[config.mk]
export PLATFORM = sky130hd
export DESIGN_NAME = one_wire_bus_master_unit_flat
export DESIGN_NICKNAME = d
export VERILOG_FILES = /design/src/rtl/owb_pkg.sv /design/src/rtl/owb_ifs.sv /design/src/rtl/owb_cfg_regs.sv /design/src/rtl/owb_engine.sv /design/src/rtl/one_wire_bus_master_unit.sv /design/src/flat_wrapper.sv
export SDC_FILE = /design/constraint.sdc
export NUM_CORES = 1
export LEC_CHECK = 0
export ABC_AREA = 1
export BUFFER_PORTS_ARGS = -buffer_cell sky130_fd_sc_hd__buf_4
export CAP_MARGIN = 20
export CORE_MARGIN = 5
export CORE_UTILIZATION = 40
export CTS_BUF_LIST = sky130_fd_sc_hd__clkbuf_2
export DETAILED_ROUTE_END_ITERATION = 7
export HOLD_SLACK_MARGIN = 0.08
export SLEW_MARGIN = 10
export SYNTH_ARGS = -nofsm -noshare
export SYNTH_HDL_FRONTEND = slang
export SYNTH_SLANG_ARGS = --single-unit
export TNS_END_PERCENT = 30
[constraint.sdc]
create_clock -name clk -period 7.25 [get_ports clk]
set_input_delay 0.725 -clock clk [delete_from_list [all_inputs] [get_ports clk]]
set_output_delay 0.725 -clock clk [all_outputs]
set_load 0.01 [all_outputs]
[src/rtl/owb_pkg.sv]
// one-wire bus master: shared types, codes and constants
// no dependencies; compiled first

package owb_pkg;

  localparam int COUNTER_WIDTH_DEF = 10;
  localparam int TIMING_W = 10;
  localparam int CFG_INDEX_W = 3;
  localparam int DATA_W = 8;

  typedef enum logic [2:0] {
    PH_IDLE,
    PH_RST_LOW,
    PH_RST_REL,
    PH_SLOT_LOW,
    PH_WR_HOLD,
    PH_WR_REC,
    PH_RD_SETTLE,
    PH_RD_REST
  } phase_t;

  typedef enum logic [1:0] {
    OP_RESET = 2'd0,
    OP_WRITE = 2'd1,
    OP_READ  = 2'd2
  } op_t;

  localparam logic [CFG_INDEX_W-1:0] REG_SLOT_START_LOW = 3'd0;
  localparam logic [CFG_INDEX_W-1:0] REG_WRITE_HOLD     = 3'd1;
  localparam logic [CFG_INDEX_W-1:0] REG_WRITE_RECOVERY = 3'd2;
  localparam logic [CFG_INDEX_W-1:0] REG_READ_SETTLE    = 3'd3;
  localparam logic [CFG_INDEX_W-1:0] REG_READ_REST      = 3'd4;
  localparam logic [CFG_INDEX_W-1:0] REG_RESET_LOW      = 3'd5;
  localparam logic [CFG_INDEX_W-1:0] REG_RESET_RELEASE  = 3'd6;

  localparam logic [TIMING_W-1:0] RST_SLOT_START_LOW = 10'd2;
  localparam logic [TIMING_W-1:0] RST_WRITE_HOLD     = 10'd60;
  localparam logic [TIMING_W-1:0] RST_WRITE_RECOVERY = 10'd2;
  localparam logic [TIMING_W-1:0] RST_READ_SETTLE    = 10'd8;
  localparam logic [TIMING_W-1:0] RST_READ_REST      = 10'd120;
  localparam logic [TIMING_W-1:0] RST_RESET_LOW      = 10'd550;
  localparam logic [TIMING_W-1:0] RST_RESET_RELEASE  = 10'd570;

  typedef struct packed {
    logic [TIMING_W-1:0] slot_start_low;
    logic [TIMING_W-1:0] write_hold;
    logic [TIMING_W-1:0] write_recovery;
    logic [TIMING_W-1:0] read_settle;
    logic [TIMING_W-1:0] read_rest;
    logic [TIMING_W-1:0] reset_low;
    logic [TIMING_W-1:0] reset_release;
  } timing_t;

  typedef struct packed {
    logic              start_req;
    logic [1:0]        mode;
    logic [DATA_W-1:0] write_data;
    logic              line_level;
  } item_t;

  typedef struct packed {
    logic              drive_enable;
    logic              drive_value;
    logic              busy_res;
    logic              done_res;
    logic [DATA_W-1:0] read_data;
  } result_t;

endpackage

[src/rtl/owb_ifs.sv]
// one-wire bus master: channel interfaces for ticks, results and register writes
// no dependencies beyond the fixed field widths

interface owb_in_if;
  logic       valid;
  logic       ready;
  logic       start_req;
  logic [1:0] mode;
  logic [7:0] write_data;
  logic       line_level;

  modport source (output valid, start_req, mode, write_data, line_level, input ready);
  modport sink   (input valid, start_req, mode, write_data, line_level, output ready);
endinterface

interface owb_out_if;
  logic       valid;
  logic       ready;
  logic       drive_enable;
  logic       drive_value;
  logic       busy_res;
  logic       done_res;
  logic [7:0] read_data;

  modport source (output valid, drive_enable, drive_value, busy_res, done_res, read_data,
                  input ready);
  modport sink   (input valid, drive_enable, drive_value, busy_res, done_res, read_data,
                  output ready);
endinterface

interface owb_cfg_if;
  logic       valid;
  logic       ready;
  logic [2:0] index;
  logic [9:0] data;

  modport source (output valid, index, data, input ready);
  modport sink   (input valid, index, data, output ready);
endinterface

[src/rtl/owb_cfg_regs.sv]
// one-wire bus master: timing register file behind the write channel
// depends on owb_pkg and owb_cfg_if

module owb_cfg_regs (
  input  logic             clk,
  input  logic             rst,
  owb_cfg_if.sink          cfg,
  output owb_pkg::timing_t timing
);
  import owb_pkg::*;

  assign cfg.ready = 1'b1;

  always_ff @(posedge clk) begin
    if (rst) begin
      timing.slot_start_low <= RST_SLOT_START_LOW;
      timing.write_hold     <= RST_WRITE_HOLD;
      timing.write_recovery <= RST_WRITE_RECOVERY;
      timing.read_settle    <= RST_READ_SETTLE;
      timing.read_rest      <= RST_READ_REST;
      timing.reset_low      <= RST_RESET_LOW;
      timing.reset_release  <= RST_RESET_RELEASE;
    end else if (cfg.valid) begin
      case (cfg.index)
        REG_SLOT_START_LOW: timing.slot_start_low <= cfg.data;
        REG_WRITE_HOLD:     timing.write_hold     <= cfg.data;
        REG_WRITE_RECOVERY: timing.write_recovery <= cfg.data;
        REG_READ_SETTLE:    timing.read_settle    <= cfg.data;
        REG_READ_REST:      timing.read_rest      <= cfg.data;
        REG_RESET_LOW:      timing.reset_low      <= cfg.data;
        REG_RESET_RELEASE:  timing.reset_release  <= cfg.data;
        default: ;
      endcase
    end
  end

endmodule

[src/rtl/owb_engine.sv]
// one-wire bus master: slot sequencer state and its per-tick update
// depends on owb_pkg; timing comes from owb_cfg_regs

module owb_engine #(
  parameter int COUNTER_WIDTH = owb_pkg::COUNTER_WIDTH_DEF
) (
  input  logic             clk,
  input  logic             rst,
  input  logic             step,
  input  owb_pkg::item_t   item,
  input  owb_pkg::timing_t timing,
  output owb_pkg::result_t res,
  output logic             idle
);
  import owb_pkg::*;

  localparam int CMP_W = (COUNTER_WIDTH > TIMING_W) ? COUNTER_WIDTH : TIMING_W;

  phase_t                   phase, phase_next;
  op_t                      operation, operation_next;
  logic [COUNTER_WIDTH-1:0] tick_count, tick_count_next;
  logic [2:0]               bit_index, bit_index_next;
  logic [DATA_W-1:0]        shift_byte, shift_byte_next;
  logic [DATA_W-1:0]        last_read, last_read_next;

  logic [TIMING_W-1:0] len;
  logic [TIMING_W-1:0] lim_m1;
  logic                ph_end;
  logic                fin;

  assign idle = (phase == PH_IDLE);

  always_comb begin
    phase_next      = phase;
    operation_next  = operation;
    tick_count_next = tick_count;
    bit_index_next  = bit_index;
    shift_byte_next = shift_byte;
    last_read_next  = last_read;
    res             = '0;
    fin             = 1'b0;

    if (phase == PH_IDLE && item.start_req && item.mode <= 2'(OP_READ)) begin
      operation_next  = op_t'(item.mode);
      bit_index_next  = '0;
      tick_count_next = '0;
      shift_byte_next = (item.mode == 2'(OP_WRITE)) ? item.write_data : '0;
      phase_next      = (item.mode == 2'(OP_RESET)) ? PH_RST_LOW : PH_SLOT_LOW;
    end

    case (phase_next)
      PH_RST_LOW:   len = timing.reset_low;
      PH_RST_REL:   len = timing.reset_release;
      PH_SLOT_LOW:  len = timing.slot_start_low;
      PH_WR_HOLD:   len = timing.write_hold;
      PH_WR_REC:    len = timing.write_recovery;
      PH_RD_SETTLE: len = timing.read_settle;
      default:      len = timing.read_rest;
    endcase
    lim_m1 = (len == '0) ? '0 : len - TIMING_W'(1);
    ph_end = (CMP_W'(tick_count_next) >= CMP_W'(lim_m1)) || (&tick_count_next);

    if (phase_next != PH_IDLE) begin
      res.busy_res = 1'b1;
      if (phase_next == PH_RST_LOW || phase_next == PH_SLOT_LOW) begin
        res.drive_enable = 1'b1;
      end else if (phase_next == PH_WR_HOLD) begin
        res.drive_enable = 1'b1;
        res.drive_value  = shift_byte_next[0];
      end

      if (phase_next == PH_RD_REST && tick_count_next == '0) begin
        shift_byte_next = {item.line_level, shift_byte_next[DATA_W-1:1]};
      end

      if (!ph_end) begin
        tick_count_next = tick_count_next + COUNTER_WIDTH'(1);
      end else begin
        tick_count_next = '0;
        case (phase_next)
          PH_RST_LOW:  phase_next = PH_RST_REL;
          PH_RST_REL:  fin = 1'b1;
          PH_SLOT_LOW: phase_next = (operation_next == OP_WRITE) ? PH_WR_HOLD : PH_RD_SETTLE;
          PH_WR_HOLD:  phase_next = PH_WR_REC;
          PH_WR_REC: begin
            shift_byte_next = shift_byte_next >> 1;
            if (bit_index_next == 3'd7) begin
              fin = 1'b1;
            end else begin
              bit_index_next = bit_index_next + 3'd1;
              phase_next     = PH_SLOT_LOW;
            end
          end
          PH_RD_SETTLE: phase_next = PH_RD_REST;
          default: begin
            if (bit_index_next == 3'd7) begin
              fin = 1'b1;
            end else begin
              bit_index_next = bit_index_next + 3'd1;
              phase_next     = PH_SLOT_LOW;
            end
          end
        endcase
      end

      if (fin) begin
        res.done_res = 1'b1;
        phase_next   = PH_IDLE;
        if (operation_next == OP_READ) begin
          last_read_next = shift_byte_next;
        end
      end
    end

    res.read_data = last_read_next;
  end

  always_ff @(posedge clk) begin
    if (rst) begin
      phase      <= PH_IDLE;
      operation  <= OP_RESET;
      tick_count <= '0;
      bit_index  <= '0;
      shift_byte <= '0;
      last_read  <= '0;
    end else if (step) begin
      phase      <= phase_next;
      operation  <= operation_next;
      tick_count <= tick_count_next;
      bit_index  <= bit_index_next;
      shift_byte <= shift_byte_next;
      last_read  <= last_read_next;
    end
  end

endmodule

[src/rtl/one_wire_bus_master_unit.sv]
// one-wire bus master, top level: tick input register, sequencer, result register
// depends on owb_pkg, owb_ifs, owb_cfg_regs and owb_engine
//
// Usage: every transaction on din is one microsecond tick carrying start_req,
// mode (bus reset, write byte, read byte), write_data and the sampled
// line_level. Every tick yields exactly one transaction on dout with
// drive_enable, drive_value, busy_res, done_res and read_data; the pad logic
// drives drive_value onto the line whenever drive_enable is set.
// Timing registers are written over cfg (index 0..6, ten bits each); the user
// must do so only while no operation runs, as the block does not enforce it.
// cfg is always ready and writes beyond index 6 are dropped. A tick taken from
// din sits in the input register, is run through the sequencer and lands in
// the result register, from which it is offered on dout.
// Throughput: one tick per cycle while dout does not stall.
// Reset (rst, synchronous) empties both registers, puts the sequencer in idle
// and loads the default slot timings.
// When dout stalls, the result register holds and the input register keeps
// one more tick; din drops ready only when both are full.

module one_wire_bus_master_unit #(
  parameter int COUNTER_WIDTH = owb_pkg::COUNTER_WIDTH_DEF
) (
  input  logic       clk,
  input  logic       rst,
  owb_in_if.sink     din,
  owb_out_if.source  dout,
  owb_cfg_if.sink    cfg
);
  import owb_pkg::*;

  timing_t timing;
  item_t   in_item;
  logic    in_valid;
  result_t out_res;
  logic    out_valid;
  result_t step_res;
  logic    eng_idle;
  logic    advance;

  assign advance   = in_valid && (!out_valid || dout.ready);
  assign din.ready = !in_valid || advance;

  always_ff @(posedge clk) begin
    if (rst) begin
      in_valid <= 1'b0;
    end else if (din.ready) begin
      in_valid <= din.valid;
    end
  end

  always_ff @(posedge clk) begin
    if (din.valid && din.ready) begin
      in_item <= '{start_req:  din.start_req,
                   mode:       din.mode,
                   write_data: din.write_data,
                   line_level: din.line_level};
    end
  end

  owb_cfg_regs u_cfg_regs (
    .clk    (clk),
    .rst    (rst),
    .cfg    (cfg),
    .timing (timing)
  );

  owb_engine #(
    .COUNTER_WIDTH (COUNTER_WIDTH)
  ) u_engine (
    .clk    (clk),
    .rst    (rst),
    .step   (advance),
    .item   (in_item),
    .timing (timing),
    .res    (step_res),
    .idle   (eng_idle)
  );

  always_ff @(posedge clk) begin
    if (rst) begin
      out_valid <= 1'b0;
    end else if (advance) begin
      out_valid <= 1'b1;
    end else if (dout.ready) begin
      out_valid <= 1'b0;
    end
  end

  always_ff @(posedge clk) begin
    if (advance) begin
      out_res <= step_res;
    end
  end

  assign dout.valid        = out_valid;
  assign dout.drive_enable = out_res.drive_enable;
  assign dout.drive_value  = out_res.drive_value;
  assign dout.busy_res     = out_res.busy_res;
  assign dout.done_res     = out_res.done_res;
  assign dout.read_data    = out_res.read_data;

  a_in_hold: assert property (@(posedge clk) disable iff (rst)
    in_valid && !advance |=> in_valid && $stable(in_item))
    else $error("buffered tick lost or changed while blocked");

  a_done_idle: assert property (@(posedge clk) disable iff (rst)
    advance && step_res.done_res |=> eng_idle)
    else $error("sequencer not idle after final tick");

  a_drive_value: assert property (@(posedge clk) disable iff (rst)
    out_valid && out_res.drive_value |-> out_res.drive_enable && out_res.busy_res)
    else $error("high level driven outside a write slot");

endmodule
[src/flat_wrapper.sv]
// flat-port wrapper written by rule: the top's interface ports become plain ports
module one_wire_bus_master_unit_flat import owb_pkg::*;
#(
  parameter int COUNTER_WIDTH = owb_pkg::COUNTER_WIDTH_DEF
)
  (clk, rst, din_valid, din_start_req, din_mode, din_write_data, din_line_level, din_ready, dout_valid, dout_drive_enable, dout_drive_value, dout_busy_res, dout_done_res, dout_read_data, dout_ready, cfg_valid, cfg_index, cfg_data, cfg_ready);
  owb_in_if din_i ();
  owb_out_if dout_i ();
  owb_cfg_if cfg_i ();
  input  logic clk;
  input  logic rst;
  input wire logic [$bits(din_i.valid)-1:0] din_valid;
  input wire logic [$bits(din_i.start_req)-1:0] din_start_req;
  input wire logic [$bits(din_i.mode)-1:0] din_mode;
  input wire logic [$bits(din_i.write_data)-1:0] din_write_data;
  input wire logic [$bits(din_i.line_level)-1:0] din_line_level;
  output wire logic [$bits(din_i.ready)-1:0] din_ready;
  output wire logic [$bits(dout_i.valid)-1:0] dout_valid;
  output wire logic [$bits(dout_i.drive_enable)-1:0] dout_drive_enable;
  output wire logic [$bits(dout_i.drive_value)-1:0] dout_drive_value;
  output wire logic [$bits(dout_i.busy_res)-1:0] dout_busy_res;
  output wire logic [$bits(dout_i.done_res)-1:0] dout_done_res;
  output wire logic [$bits(dout_i.read_data)-1:0] dout_read_data;
  input wire logic [$bits(dout_i.ready)-1:0] dout_ready;
  input wire logic [$bits(cfg_i.valid)-1:0] cfg_valid;
  input wire logic [$bits(cfg_i.index)-1:0] cfg_index;
  input wire logic [$bits(cfg_i.data)-1:0] cfg_data;
  output wire logic [$bits(cfg_i.ready)-1:0] cfg_ready;
  assign din_i.valid = din_valid;
  assign din_i.start_req = din_start_req;
  assign din_i.mode = din_mode;
  assign din_i.write_data = din_write_data;
  assign din_i.line_level = din_line_level;
  assign din_ready = din_i.ready;
  assign dout_valid = dout_i.valid;
  assign dout_drive_enable = dout_i.drive_enable;
  assign dout_drive_value = dout_i.drive_value;
  assign dout_busy_res = dout_i.busy_res;
  assign dout_done_res = dout_i.done_res;
  assign dout_read_data = dout_i.read_data;
  assign dout_i.ready = dout_ready;
  assign cfg_i.valid = cfg_valid;
  assign cfg_i.index = cfg_index;
  assign cfg_i.data = cfg_data;
  assign cfg_ready = cfg_i.ready;
  one_wire_bus_master_unit #(.COUNTER_WIDTH(COUNTER_WIDTH)) u_core (.clk(clk), .rst(rst), .din(din_i), .dout(dout_i), .cfg(cfg_i));
endmodule
==> results.md <==
- Status: complete, no violations
- Setup Skew: 37.0 ps
- Delay-heaviest family, CP: simple AND/OR/NAND/NOR gates
- Worst-case clock buffer depth: 2
- Commonest non-fill, non-tap cell in the layout: nand2_1
- Final slew viol count: 0
- CP Launch Type: flip-flop
- DRC Markers: 0
- Footprint of the multi-input gates: 3270 um^2
- DIE AREA: 19500 um^2
- Grt ovf: 0
- Number of hold buffers added after cts: 0
- Post-synthesis cell count: 944
- Drt pass-1 iters: 5
- Clk pin slew, worst setup/hold paths: 230 ps
- Worst path bufs/invs: 2
- Seq/Total Area, Yosys: 42.4%
- Detailed Place HPWL: 12.2 mm
- ANT nets after route: 0
- H-tree Lvls: 4
- Maximum VDD drop: 0.000174 V
- IO Port Bufs: 43
- Seq cells post-synth: 130
- Maximum net fanout on the critical path: 27
- Post-Syn Area: 6710 um^2
- Pwr Density: 212 nW/um^2
- Max Freq: 213 MHz
- Most frequent cells in the layout: nand2_1 (192), nor2_1 (142), dfxtp_1 (106)
- Slowest cell on crit path: dfxtp_1
- Top Ports: 45
- Hold Vio Cnt, Final: 0
- 1st-iter DRT viols: 478
- Most Frequent Cell on Critical Path: nand2_1
- Drt total wl: 17.4 mm
- Yosys cell types: 45
- Num rows: 47
- Synthesis-to-finish area growth: 10.8%
- Min Tclk post-route: 4700 ps
- Period Utilization, post-route: 64.8%
- Post-layout util: 45.0%
- Initial Utilization: 40.6%
- TritonCTS Buffers: 17
- Crit Path Class: reg2reg
- Worst-skew pair later-pin latency: 740 ps
- Final setup violation count: 0
- Hold Crit Class: in2reg
- GRT Util Overall: 18.3%
- CTS tree: yes
- Critical Path End Type: flip-flop
- Routed len/inst: 14.4 um
- First-pass GRT wire length: 28.9 mm
- Share of layout cells above drive strength 1: 12.0%
- Yosys warns: 0
- Setup_tns: 0 ps
- Placeable Area: 16500 um^2
- Net count after synthesis: 988
- Critical path arrival: 5190 ps
- Pin count of the biggest net entering global routing: 81
- Register area: 2840 um^2
- GP Congestion: 0.856
- Lkg Pwr: 3.40 nW
- Die Width: 139 um
- Required time worst endpoint: 7740 ps
- Post-CTS sizing: 0
- Fillers: 1695
- Syn Area/Cell: 7.11 um^2
- Clk sinks: 130
- Slowest cell delay on critical path: 500 ps
- Layout net count: 1020
- RSZ-0062 raised after global routing: no
- Initial antenna violation count: 1
- Max cap viols: 0
- Via density: 5.05
- Postcts setup bufs: 0
- Worst Tran Pin Value: 881 ps
- Vias in the first global route: 5575
- Die height: 139 um
- Max-slew headroom: 41.0%
- CTS Root Cell: clkbuf_2
- Via count: 6114
-- area by class of cell --
cell class                 count  area share (%)
multi-input combinational    668            44.1
clock buffer                  18            1.21
clock inverter                14            2.37
sequential                   130            38.3
antenna                        1          0.0337
inverter                     113            5.71
timing repair buffer          46            4.65
tap                          220            3.70
-- cell families after synthesis --
family	after synthesis	share of synthesized area, %
AO/OA/AOI/OAI	177	14.5
AND/OR/NAND/NOR	474	31.4
other	1	0.0559
adder cells (fa/ha/maj)	14	2.61
flip-flops	130	42.4
buffers and inverters	146	8.80
XOR/XNOR	2	0.261
-- cell usage after synthesis (all sizes together) --
cell type,number,area [um^2]
nand2,204,801
nor2,150,612
inv,108,405
dfxtp,106,2120
nand3,92,498
o21ai,87,439
a21oi,67,335
clkbuf,24,90.1
edfxtp,24,721
nand4,18,119
ha,14,175
buf,9,76.3
o211ai,7,52.6
o21bai,6,75.1
clkinv,5,18.8
nor3,4,20.0
o22ai,4,25.0
nand3b,3,22.5
a211oi,2,15.0
nor4,2,27.5
xor2,2,17.5
a22oi,1,7.51
a31oi,1,6.26
conb,1,3.75
o2111ai,1,8.76
o31ai,1,7.51
or2,1,6.26
-- registers in the layout, summed over array words and instances, names as in the netlist, 3 cells and up --
register	cells
u_core.u_engine.tick_count	10
u_core.dout.read_data	8
u_core.u_engine.phase	3
u_core.u_engine.shift_byte	8
u_core.in_item	12
u_core.u_engine.bit_index	3
u_core.u_cfg_regs.timing	70
u_core.u_engine.last_read	8
-- through the flow --
stage	total power, mW	hold WS (ps)	instance area, um^2	cells	setup WS [ps]
after global placement	1.08	438	7160	1177	2640
after detailed placement	1.08	443	7160	1177	2620
final	1.57	149	7430	1210	2550
after global routing	1.66	85.8	7430	1210	2030
after CTS	1.59	105	7430	1209	2580
after floorplan	1.01	425	6710	944	3740
-- power by group --
group,internal (mW),total [mW],switching [mW]
clock,0.199,0.502,0.303
combinational,0.0936,0.287,0.193
sequential,0.769,0.784,0.0148
total,1.06,1.57,0.511
-- routing by layer --
layer / global-route usage (%) / part of all wire [%] / routed length (um)
met5: 0 / 0 / 0
met4: 4.48 / 1.4 / 243
met3: 4.15 / 4.8 / 841
met2: 29.3 / 45 / 7910
met1: 25.2 / 48 / 8420
-- path summary, 6_finish.rpt --
kind | startpoint | end | slack [ps] | cells after the start
hold reg to reg | u_core.u_cfg_regs.timing[31] | u_core.u_cfg_regs.timing[31] | 470 | 2
setup / recovery | u_core.u_engine.phase[2] | u_core.dout.read_data[5] | 2550 | 25
hold / removal | din_start_req | u_core.in_item[11] | 150 | 1
setup reg to reg | u_core.u_engine.phase[2] | u_core.dout.read_data[5] | 2550 | 25
No activity file was read; power rests on OpenSTA's default activity.
